$ cat src/sv/clfsr_pkg.sv
`timescale 1ns / 1ps

package clfsr_pkg;

    // widest register the cell row supports
    localparam int MAX_WIDTH = 64;
    localparam int SIZE_W    = 7;

    // register width and seed after reset
    localparam logic [SIZE_W-1:0]    RESET_SIZE  = 7'd16;
    localparam logic [MAX_WIDTH-1:0] RESET_STATE = 64'h0000_0000_0000_ffff;

    // configuration register indexes
    typedef enum logic [2:0] {
        REG_SIZE  = 3'd0,
        REG_KIND  = 3'd1,
        REG_DIR   = 3'd2,
        REG_TAPS  = 3'd3,
        REG_START = 3'd4,
        REG_CHECK = 3'd5
    } clfsr_reg_t;

    // result status codes
    localparam logic [1:0] ST_OK         = 2'd0;
    localparam logic [1:0] ST_CHECK_FAIL = 2'd1;
    localparam logic [1:0] ST_NO_TAPS    = 2'd2;

    // settings derived from the configuration registers
    typedef struct packed {
        logic [MAX_WIDTH-1:0] mask;
        logic [MAX_WIDTH-1:0] top;
        logic [MAX_WIDTH-1:0] seed;
        logic [MAX_WIDTH-1:0] taps;
        logic                 no_taps;
        logic                 galois;
        logic                 left;
        logic                 check;
    } clfsr_derived_t;

    // built-in primitive polynomials, zero where the width has none
    function automatic logic [MAX_WIDTH-1:0] clfsr_poly(input logic [SIZE_W-1:0] w);
        logic [MAX_WIDTH-1:0] p;
        begin
            case (w)
                7'd2:    p = 64'h3;
                7'd3:    p = 64'h3;
                7'd4:    p = 64'h3;
                7'd5:    p = 64'h5;
                7'd6:    p = 64'h3;
                7'd7:    p = 64'h3;
                7'd8:    p = 64'h1d;
                7'd9:    p = 64'h11;
                7'd10:   p = 64'h9;
                7'd11:   p = 64'h5;
                7'd12:   p = 64'h107;
                7'd13:   p = 64'h27;
                7'd14:   p = 64'h1007;
                7'd15:   p = 64'h3;
                7'd16:   p = 64'h100b;
                7'd17:   p = 64'h9;
                7'd18:   p = 64'h81;
                7'd19:   p = 64'h27;
                7'd20:   p = 64'h9;
                7'd21:   p = 64'h5;
                7'd22:   p = 64'h3;
                7'd23:   p = 64'h21;
                7'd24:   p = 64'h87;
                7'd31:   p = 64'h9;
                default: p = '0;
            endcase
            return p;
        end
    endfunction

    // reverse the low w bits of v
    function automatic logic [MAX_WIDTH-1:0] clfsr_mirror(input logic [SIZE_W-1:0] w,
                                                          input logic [MAX_WIDTH-1:0] v);
        logic [MAX_WIDTH-1:0] r;
        logic [SIZE_W-1:0]    src;
        begin
            r = '0;
            for (int j = 0; j < MAX_WIDTH; j++)
            begin
                src = w - 7'd1 - SIZE_W'(j);
                if (SIZE_W'(j) < w)
                begin
                    r[j] = v[src[5:0]];
                end
            end
            return r;
        end
    endfunction

endpackage

$ cat src/sv/clfsr_cfg.sv
`timescale 1ns / 1ps

module clfsr_cfg (
    input  logic                         clk,
    input  logic                         rst_n,
    input  logic                         cfg_we,
    input  logic [2:0]                   cfg_index,
    input  logic [63:0]                  cfg_wdata,
    output clfsr_pkg::clfsr_derived_t    derived,
    output logic                         busy
);
    import clfsr_pkg::*;

    logic [SIZE_W-1:0]    size_reg;
    logic                 kind_reg;
    logic                 dir_reg;
    logic [MAX_WIDTH-1:0] taps_reg;
    logic [MAX_WIDTH-1:0] start_reg;
    logic                 check_reg;
    logic                 busy_reg;
    clfsr_derived_t       derived_reg;
    clfsr_derived_t       derived_next;

    logic [SIZE_W-1:0]    eff_w;
    logic [MAX_WIDTH-1:0] taps_m;
    logic [MAX_WIDTH-1:0] taps_sel;
    logic [MAX_WIDTH-1:0] start_m;

    // configuration register writes
    always_ff @(posedge clk or negedge rst_n)
    begin
        if (!rst_n)
        begin
            size_reg  <= RESET_SIZE;
            kind_reg  <= 1'b0;
            dir_reg   <= 1'b0;
            taps_reg  <= '0;
            start_reg <= '0;
            check_reg <= 1'b1;
        end
        else if (cfg_we)
        begin
            case (cfg_index)
                REG_SIZE:  size_reg  <= cfg_wdata[SIZE_W-1:0];
                REG_KIND:  kind_reg  <= cfg_wdata[0];
                REG_DIR:   dir_reg   <= cfg_wdata[0];
                REG_TAPS:  taps_reg  <= cfg_wdata;
                REG_START: start_reg <= cfg_wdata;
                REG_CHECK: check_reg <= cfg_wdata[0];
                default:   ;
            endcase
        end
    end

    // effective width, masks, seed and taps
    always_comb
    begin
        if (size_reg < 7'd2)
        begin
            eff_w = 7'd2;
        end
        else if (size_reg > SIZE_W'(MAX_WIDTH))
        begin
            eff_w = SIZE_W'(MAX_WIDTH);
        end
        else
        begin
            eff_w = size_reg;
        end

        derived_next = '0;
        for (int i = 0; i < MAX_WIDTH; i++)
        begin
            derived_next.mask[i] = (SIZE_W'(i) < eff_w);
            derived_next.top[i]  = (SIZE_W'(i) == (eff_w - 7'd1));
        end

        taps_m = taps_reg & derived_next.mask;
        if (taps_m == '0)
        begin
            taps_sel = kind_reg ? clfsr_mirror(eff_w, clfsr_poly(eff_w)) : clfsr_poly(eff_w);
        end
        else
        begin
            taps_sel = taps_m;
        end

        start_m = start_reg & derived_next.mask;

        derived_next.taps    = taps_sel;
        derived_next.no_taps = (taps_sel == '0);
        derived_next.seed    = (start_m == '0) ? derived_next.mask : start_m;
        derived_next.galois  = kind_reg;
        derived_next.left    = dir_reg;
        derived_next.check   = check_reg;
    end

    // derived settings are registered again from the configuration registers
    always_ff @(posedge clk)
    begin
        derived_reg <= derived_next;
    end

    always_ff @(posedge clk or negedge rst_n)
    begin
        if (!rst_n)
        begin
            busy_reg <= 1'b1;
        end
        else
        begin
            busy_reg <= cfg_we;
        end
    end

    assign derived = derived_reg;
    assign busy    = busy_reg;

endmodule

$ cat src/sv/clfsr_cell.sv
`timescale 1ns / 1ps

module clfsr_cell #(
    parameter logic RST_VAL = 1'b0
) (
    input  logic clk,
    input  logic rst_n,
    input  logic en,
    input  logic load,
    input  logic seed_bit,
    input  logic nbr_bit,
    input  logic inj_bit,
    input  logic mask_bit,
    input  logic tap_bit,
    output logic q,
    output logic qm,
    output logic d,
    output logic prod
);

    logic state_reg;
    logic state_next;

    // seed bit on load, else the shifted-in neighbor bit plus feedback, masked to the width
    always_comb
    begin
        if (load)
        begin
            state_next = seed_bit;
        end
        else
        begin
            state_next = (nbr_bit ^ inj_bit) & mask_bit;
        end
    end

    always_ff @(posedge clk or negedge rst_n)
    begin
        if (!rst_n)
        begin
            state_reg <= RST_VAL;
        end
        else if (en)
        begin
            state_reg <= state_next;
        end
    end

    assign q    = state_reg;
    assign qm   = state_reg & mask_bit;
    assign d    = state_next;
    assign prod = tap_bit & state_reg;

endmodule

$ cat src/sv/configurable_lfsr_generator_core.sv
`timescale 1ns / 1ps

// Configurable LFSR, Fibonacci or Galois, 2 to 64 bits, shifting either way.
// The register is a row of one-bit cells; each accepted transfer advances it
// one step (or reloads the seed on restart, or holds when no taps are set) and
// the result appears in the output register on the next cycle, so one item is
// taken every clock while the output side keeps up. Taps, seed and width are
// decoded into a settings register, so input is stalled as reset ends and in
// the cycle after every configuration write. The phase wrap test compares the
// old phase with the last phase of the period side by side with the increment,
// in the same cycle as the shift.
module configurable_lfsr_generator_core (
    input  logic        clk,
    input  logic        rst_n,
    input  logic        cfg_we,
    input  logic [2:0]  cfg_index,
    input  logic [63:0] cfg_wdata,
    input  logic        in_valid,
    output logic        in_stall,
    input  logic        restart,
    output logic        out_valid,
    input  logic        out_stall,
    output logic        out_bit,
    output logic [63:0] state_value,
    output logic [63:0] phase_count,
    output logic        period_complete,
    output logic [1:0]  status
);
    import clfsr_pkg::*;

    clfsr_derived_t       cfg;
    logic                 cfg_busy;

    logic [MAX_WIDTH-1:0] q;
    logic [MAX_WIDTH-1:0] qm;
    logic [MAX_WIDTH-1:0] d;
    logic [MAX_WIDTH-1:0] prod;
    logic [MAX_WIDTH-1:0] nbr;
    logic [MAX_WIDTH-1:0] inj;
    logic                 obit;
    logic                 nb;

    logic                 out_ready;
    logic                 fire;
    logic                 step;
    logic                 cell_en;

    logic [MAX_WIDTH-1:0] phase_reg;
    logic [MAX_WIDTH-1:0] phase_next;
    logic [MAX_WIDTH-1:0] phase_inc;
    logic                 phase_wrap;
    logic                 done;

    logic                 out_valid_reg;
    logic                 out_bit_reg;
    logic [MAX_WIDTH-1:0] state_value_reg;
    logic [MAX_WIDTH-1:0] phase_count_reg;
    logic                 period_complete_reg;
    logic [1:0]           status_reg;
    logic                 out_bit_next;
    logic [MAX_WIDTH-1:0] state_value_next;
    logic                 period_complete_next;
    logic [1:0]           status_next;

    // configuration registers and decoded settings
    clfsr_cfg u_cfg (
        .clk       (clk),
        .rst_n     (rst_n),
        .cfg_we    (cfg_we),
        .cfg_index (cfg_index),
        .cfg_wdata (cfg_wdata),
        .derived   (cfg),
        .busy      (cfg_busy)
    );

    // handshake
    assign out_ready = !out_valid_reg || !out_stall;
    assign in_stall  = cfg_busy || !out_ready;
    assign fire      = in_valid && !in_stall;
    assign step      = fire && !restart && !cfg.no_taps;
    assign cell_en   = fire && (restart || !cfg.no_taps);

    // feedback: bit shifted out and Fibonacci parity
    assign obit = cfg.left ? |(qm & cfg.top) : qm[0];
    assign nb   = ^prod;

    // neighbor wiring and feedback injection per cell
    always_comb
    begin
        for (int i = 0; i < MAX_WIDTH; i++)
        begin
            if (cfg.left)
            begin
                nbr[i] = (i == 0) ? 1'b0 : qm[(i == 0) ? 0 : i - 1];
            end
            else
            begin
                nbr[i] = (i == MAX_WIDTH - 1) ? 1'b0 : qm[(i == MAX_WIDTH - 1) ? i : i + 1];
            end

            if (cfg.galois)
            begin
                inj[i] = obit & cfg.taps[i];
            end
            else if (cfg.left)
            begin
                inj[i] = (i == 0) ? nb : 1'b0;
            end
            else
            begin
                inj[i] = cfg.top[i] & nb;
            end
        end
    end

    // row of state cells
    for (genvar g = 0; g < MAX_WIDTH; g++)
    begin : g_cell
        clfsr_cell #(
            .RST_VAL (RESET_STATE[g])
        ) u_cell (
            .clk      (clk),
            .rst_n    (rst_n),
            .en       (cell_en),
            .load     (restart),
            .seed_bit (cfg.seed[g]),
            .nbr_bit  (nbr[g]),
            .inj_bit  (inj[g]),
            .mask_bit (cfg.mask[g]),
            .tap_bit  (cfg.taps[g]),
            .q        (q[g]),
            .qm       (qm[g]),
            .d        (d[g]),
            .prod     (prod[g])
        );
    end

    // phase counter wrapping at 2^size-1
    always_comb
    begin
        phase_inc  = phase_reg + 64'd1;
        phase_wrap = (phase_reg >= {cfg.mask[MAX_WIDTH-1:1], 1'b0});
        if (restart || phase_wrap)
        begin
            phase_next = '0;
        end
        else
        begin
            phase_next = phase_inc;
        end
    end

    always_ff @(posedge clk or negedge rst_n)
    begin
        if (!rst_n)
        begin
            phase_reg <= '0;
        end
        else if (cell_en)
        begin
            phase_reg <= phase_next;
        end
    end

    // result of this transfer
    always_comb
    begin
        done                 = (d == cfg.seed);
        out_bit_next         = 1'b0;
        period_complete_next = 1'b0;
        state_value_next     = cell_en ? d : q;
        status_next          = ST_OK;
        if (restart)
        begin
            status_next = cfg.no_taps ? ST_NO_TAPS : ST_OK;
        end
        else if (cfg.no_taps)
        begin
            status_next = ST_NO_TAPS;
        end
        else
        begin
            out_bit_next         = obit;
            period_complete_next = done;
            if (cfg.check && ((d == '0) || (done != phase_wrap)))
            begin
                status_next = ST_CHECK_FAIL;
            end
        end
    end

    // output register
    always_ff @(posedge clk or negedge rst_n)
    begin
        if (!rst_n)
        begin
            out_valid_reg <= 1'b0;
        end
        else if (out_ready)
        begin
            out_valid_reg <= fire;
        end
    end

    always_ff @(posedge clk)
    begin
        if (fire)
        begin
            out_bit_reg         <= out_bit_next;
            state_value_reg     <= state_value_next;
            phase_count_reg     <= cell_en ? phase_next : phase_reg;
            period_complete_reg <= period_complete_next;
            status_reg          <= status_next;
        end
    end

    assign out_valid       = out_valid_reg;
    assign out_bit         = out_bit_reg;
    assign state_value     = state_value_reg;
    assign phase_count     = phase_count_reg;
    assign period_complete = period_complete_reg;
    assign status          = status_reg;

`ifndef SYNTHESIS
    // a restart transfer shows a cleared phase and no completion
    a_restart_clears: assert property (@(posedge clk) disable iff (!rst_n)
        (fire && restart) |=> (out_valid && (phase_count == '0) && !period_complete && !out_bit))
        else $error("restart result not cleared");

    // a step without taps reports the missing polynomial
    a_no_taps: assert property (@(posedge clk) disable iff (!rst_n)
        (fire && !restart && cfg.no_taps) |=> (status == ST_NO_TAPS))
        else $error("missing taps not reported");

    // input is held off while decoded settings catch up with a write
    a_cfg_stall: assert property (@(posedge clk) disable iff (!rst_n)
        cfg_we |=> in_stall)
        else $error("transfer accepted during settings update");

    // a real step keeps the register inside the configured width
    a_state_width: assert property (@(posedge clk) disable iff (!rst_n)
        step |-> ((d & ~cfg.mask) == '0))
        else $error("state bits above width");
`endif

endmodule

$ cat config.mk
export PLATFORM = sky130hd
export DESIGN_NAME = configurable_lfsr_generator_core
export DESIGN_NICKNAME = d
export VERILOG_FILES = /design/src/sv/clfsr_pkg.sv /design/src/sv/clfsr_cfg.sv /design/src/sv/clfsr_cell.sv /design/src/sv/configurable_lfsr_generator_core.sv
export SDC_FILE = /design/constraint.sdc
export NUM_CORES = 1
export LEC_CHECK = 0
export BUFFER_PORTS_ARGS = -buffer_cell sky130_fd_sc_hd__buf_2
export CAP_MARGIN = 30
export CORE_ASPECT_RATIO = 1.25
export CORE_MARGIN = 1.5
export CORE_UTILIZATION = 45
export DETAILED_ROUTE_END_ITERATION = 7
export HOLD_SLACK_MARGIN = 0.05
export PLACE_DENSITY_LB_ADDON = 0.15
export SYNTH_ARGS = -nofsm -noshare
export SYNTH_HDL_FRONTEND = slang
export SYNTH_SLANG_ARGS = --single-unit
$ cat constraint.sdc
create_clock -name clk -period 7.5 [get_ports clk]
set_input_delay 1.125 -clock clk [delete_from_list [all_inputs] [get_ports clk]]
set_output_delay 1.125 -clock clk [all_outputs]
set_load 0.01 [all_outputs]
# After elaboration in Yosys (flattened, before gate mapping)
# Memory sizes are Yosys's and may differ from the RTL's.
# Cells that the tools add are included.
# word_totals
out_inout_bits	134
rom_bits	576
ff_bits	660
n_memories	2
inputBits	73
word_cells	1234
# memory_table
memory	words	word_bits	read_ports	rd_ports_with_merged_regs	write_ports	line	rtl
(no name shown)	32	9	1	0	0	clfsr_pkg.sv:44	case (w)
(no name shown)	32	9	1	0	0	clfsr_pkg.sv:44	
# classes
n_bitwise	387
order_cmp	131
n_addsub	65
muxes	464
eq_ne	70
n_reduce_logical	29
# ops
operator	count
$mux 64	9
$lt 6x7->1 const B	64
$mux 1	386
$bmux 1 s6	64
$and 1x1->1	320
$logic_not 64->1	4
$eq 6x7->1 const A	32
$lt 6x7->1 const A	32
$and 64x64->64	3
$sub 6x6->6 const B	32
$eq 5x7->1 const A	16
$lt 5x7->1 const A	16
$sub 6x5->6 const B	16
$add 64x1->64 const B	1
$eq 64x64->1	1
$ge 64x64->1	1
$reduce_or 64->1	1
$reduce_xor 64->1	1
$xor 1x1->1	64
$eq 4x7->1 const A	8
$lt 4x7->1 const A	8
$sub 6x4->6 const B	8
$eq 3x7->1 const A	4
$lt 3x7->1 const A	4
other kinds (24)	51

# Depth between registers and ports, before layout
# depth
ltp_word	16
depth_mapped	28
mapped_depth_nobuf	25

# Cells and area by module
# Synthesis repeated with hierarchy kept, for this count alone.
# hier_totals
cells_unflattened	3455
hier_area_um2	34449.3
# modules_own_cells
mod	n_inst	area_per_inst_um2	cells_per_inst	seq_area_each_um2
clfsr_cfg	1	15795.1	1476	8687.1
configurable_lfsr_generator_core	1	12708.4	1275	5590.4
clfsr_cell at g_cell[16].u_cell ...	48	92.6	11	25.0
clfsr_cell at g_cell[0].u_cell ...	16	93.8	11	26.3

# Worst setup path after synthesis
# Ideal clock, no wire load.
# synth_timing
path_kind	flip-flop to flip-flop
start	register u_cfg.size_reg[5]
end	register u_cfg.derived_reg (netlist bit u_cfg.derived[3])
t_required_ns	7.408
arrival_ns	5.546
setup_ns	0.092
path_stages_with_launch	28
period_less_slack_ns	5.638
path_buffers	5
path_slack_ns	1.862
path_cell_list	dfrtp_1 -> buf_4 -> nor2_4 -> clkinv_1 -> nor2_4 -> inv_2 -> o31ai_4 -> nor2_2 -> inv_2 -> buf_2 -> buf_1 -> ha_1 -> clkbuf_1 -> xor2_1 -> ha_1 -> clkbuf_1 -> xor2_1 -> nand2_1 -> xnor2_1 -> nor3_1 -> a21oi_1 -> o22ai_1 -> a31oi_1 -> nor2_1 -> or3_1 -> nor3_1 -> nand4_1 -> nor4_1
# synth_lines
item	line	rtl
start: declaration	clfsr_cfg.sv:14	logic [SIZE_W-1:0] size_reg;
start signal: assignment	clfsr_cfg.sv:44	REG_SIZE: size_reg <= cfg_wdata[SIZE_W-1:0];
end signal: assignment	clfsr_cfg.sv:101	derived_reg <= derived_next;
end: declaration	clfsr_cfg.sv:21	clfsr_derived_t derived_reg;

==> impl_metrics.py <==
metrics = {
    "cts": {
        "clk_path_buf_depth": 3,
        "clkTransAtPathRegs_ns": 0.06,
        "cts_hold_buf": 0,
        "cts_buffers": 70,
        "post-cts-setup-buffers": 0,
        "cts_tree": "done",
        "cts_num_sinks": 660,
        "clkLatencyLatePin_ns": 0.66,
        "clockRootBuffer": "clkbuf_16",
        "cts_resized": 0,
        "htreeDepth": 3,
    },
    "global_routing": {
        "grt_first_pass_wirelength_microns": 222000,
        "track_usage_pct": 43.7,
        "grt_pass1_vias": 28000,
        "grt-ovfl-total": 0,
        "antenna_found_initial": 9,
        "grt_max_degree": 122,
    },
    "sta": {
        "tightest_slew_ns": 1.08,
        "setup_viol": 0,
        "layout_min_cycle_time_ns": 6.80,
        "finalSetupTns_ns": 0,
        "rsz0062_at_grt": "false",
        "fmax_mhz": 147,
        "max-slew-margin-rel_pct": 27.2,
        "min_period_over_period_pct": 90.7,
        "clock-skew-final_ns": 0.0448,
        "hold_viol_final": 0,
        "maxSlewViolCount": 0,
    },
    "hold_path": {
        "hold_end": "u_cfg.derived[1]",
        "hold_depth": 0,
        "hold_start": "u_cfg.dir_reg",
        "min_path_type": "reg -> reg",
    },
    "die": {
        "io_pins": 207,
        "dieArea_sq_um": 73300,
        "die_w_microns": 242,
        "start_util_pct": 45.6,
        "row_count": 109,
        "core_area_sq_um": 70800,
        "die_h_microns": 302,
    },
    "place": {
        "gp_congestion": 1.11,
        "dp_hpwl_microns": 129000,
        "io_buffers": 206,
        "placed_cells": 4437,
    },
    "final_layout": {
        "finalNetCount": 3743,
        "largest_reg_flops": 260,
        "layout_commonest_cell": "nand2_1",
        "fin_cells": 4578,
        "syn_to_final_growth_pct": 14.9,
        "fillers": 6342,
        "multiInputGateArea_sq_um": 15100,
        "final_cell_mix": "nand2_1 (472), nor2_1 (260), dfxtp_1 (259), dfrtp_1 (249), buf_2 (206)",
        "final_layout_size_suffix_gt1_share_pct": 16.8,
        "seq_area_sq_um": 15900,
        "fin_util_pct": 52.4,
    },
    "synth": {
        "synth-edff-count": 132,
        "avgSynthCellArea_sq_um": 9.63,
        "netlist_area_sq_um": 32200,
        "synth_nets": 3520,
        "yosysSeqAreaShare_pct": 49.3,
        "ys_ff_latch": 660,
        "synth_cell_type_count": 85,
        "ys_warn_count": 0,
        "async_reset_ff_share_pct": 40.6,
        "syn_inst": 3350,
        "ys.flop_type": "dfxtp_1",
    },
    "drt": {
        "drt-total-wl_microns": 162000,
        "drc": 0,
        "drt_pass1_iterations": 6,
        "drtAntennaViolNets": 0,
        "vias": 28900,
        "via_per_inst": 6.32,
        "dr.first_iter.drc_count": 3749,
        "wire_per_inst_microns": 35.4,
    },
    "critical_path": {
        "arrival_ns": 7.31,
        "max_stage_delay_ns": 0.73,
        "reg2reg_to": "u_cfg.derived[3]",
        "worstReg2RegStart": "u_cfg.size_reg[5]",
        "start_kind": "flip-flop",
        "worst_setup_path_end_kind": "flip-flop",
        "crit_fanout": 19,
        "required_ns": 8.01,
        "cp_slowest_cell": "ha_1",
        "reg2reg_slack_ns": 0.70,
        "criticalPathCategory": "reg -> reg",
        "path_cells": "nor2_4 > clkinv_1 > nor2_4 > inv_2 > o31ai_4 > nor2_2 > inv_2 > ha_1 > o21ai_0 > xnor2_1 > inv_1 > buf_4 > ha_1 > nand2_1 > nand2_1 > xor2_1 > and3_1 > nand3_1 > o21ai_0 > a22o_1 > nor3_1 > nand4_1 > nor4_1",
        "rr_worst_depth": 23,
    },
    "run": {
        "cap_violations": 0,
    },
    "power_and_ir_drop": {
        "power_density_nw_per_um2": 451,
        "irDropWorstVdd_v": 0.000806,
        "pwr-share-clk_pct": 21.8,
        "switchingPower_mw": 8.17,
        "power.share.sequential_pct": 32.6,
        "intPower_mw": 8.53,
        "leakage_nw": 15.6,
        "sw_frac_of_total_pct": 48.9,
        "power_frac_comb_pct": 45.7,
    },
    "outcome": {
        "outcome": "completed",
    },
}
[cells by family after synthesis]
family	Yosys count	synth area share [%]
xor+xnor	245	6.77
flops	660	49.3
simple gates	1194	17.0
compound gates	664	13.6
mux	160	5.60
buf+inv	330	3.95
fa+ha+maj	97	3.76
[cells in the mapped netlist, types with 21 or more instances]
cell type | count | share of area, %
nor3_1 | 42 | 0.65
edfxtp_1 | 132 | 12
nor2_1 | 260 | 3.0
o21a_1 | 60 | 1.4
mux2_2 | 142 | 5.0
xnor2_1 | 114 | 3.1
nand2_1 | 472 | 5.5
dfxtp_1 | 260 | 16
o21ai_0 | 172 | 2.7
xor2_1 | 126 | 3.4
inv_1 | 178 | 2.1
a31oi_1 | 47 | 0.91
dfrtp_1 | 249 | 19
nand3_1 | 172 | 2.7
and2_1 | 39 | 0.76
ha_1 | 97 | 3.8
o31ai_1 | 63 | 1.5
nand4_1 | 50 | 0.97
nor2b_1 | 21 | 0.41
a21o_1 | 28 | 0.65
a21oi_1 | 123 | 1.9
clkbuf_1 | 123 | 1.4
and3_1 | 28 | 0.54
nor4_1 | 33 | 0.64
[worst max-delay path: cells and delay by family, from the launching register on]
kind	cells	cell delay, ns
AND/OR/NAND/NOR	10	1.88
buffers and inverters	5	1.15
AO/OA/AOI/OAI	4	1.14
adder cells (fa/ha/maj)	2	1.00
XOR/XNOR	2	0.83
flip-flops	1	0.64
[per-stage QoR]
step           hold slack, ns  setup slack (ns)  instance area [sq um]  power, mW
2_1_floorplan           0.344              1.86                  32200       9.16
3_3_place_gp            0.353              1.11                  34600       12.7
3_5_place_dp            0.364              1.09                  34600       12.6
4_1_cts                 0.381              1.02                  37000       16.2
5_1_grt                 0.402             0.542                  37000       17.0
6_report                0.379             0.699                  37100       16.7
[metal layers]
metal  global-route usage, %  wire length (microns)  vias to the layer above
met1                    51.4                  58800                    14200
met5                       0                     10                        -
met2                    68.6                  72600                     1982
met3                    9.36                  14200                      515
met4                    37.3                  16300                        2
li1                        -                      -                    12200
[final cells by class]
type                       count  share of cell area, %
timing repair buffer         298                   4.84
tap                          943                   3.18
multi-input combinational   2360                   40.8
sequential                   660                   42.9
clock inverter                35                   1.19
clock buffer                  93                   5.18
antenna                        6                 0.0405
inverter                     183                   1.86
[power by group through the flow]
stage                     logic, mW  clock network (mW)  registers [mW]
after global routing           7.78                3.78            5.41
after CTS                      7.24                3.64            5.33
after detailed placement       7.21                   0            5.40
final                          7.62                3.64            5.44
after global placement         7.27                   0            5.40
after floorplan                4.40                   0            4.77
[how the worst max path moves through the flow]
stage | startpoint | to | cells after the start
floorplan | u_cfg.size_reg[5] | u_cfg.derived[3] | 27
global placement | u_cfg.size_reg[5] | u_cfg.derived[3] | 23
detailed placement | u_cfg.size_reg[5] | u_cfg.derived[3] | 23
CTS | u_cfg.size_reg[5] | u_cfg.derived[3] | 23
global route | u_cfg.size_reg[5] | u_cfg.derived[3] | 23
finish | u_cfg.size_reg[5] | u_cfg.derived[3] | 23
No activity file was read; power rests on OpenSTA's default activity.
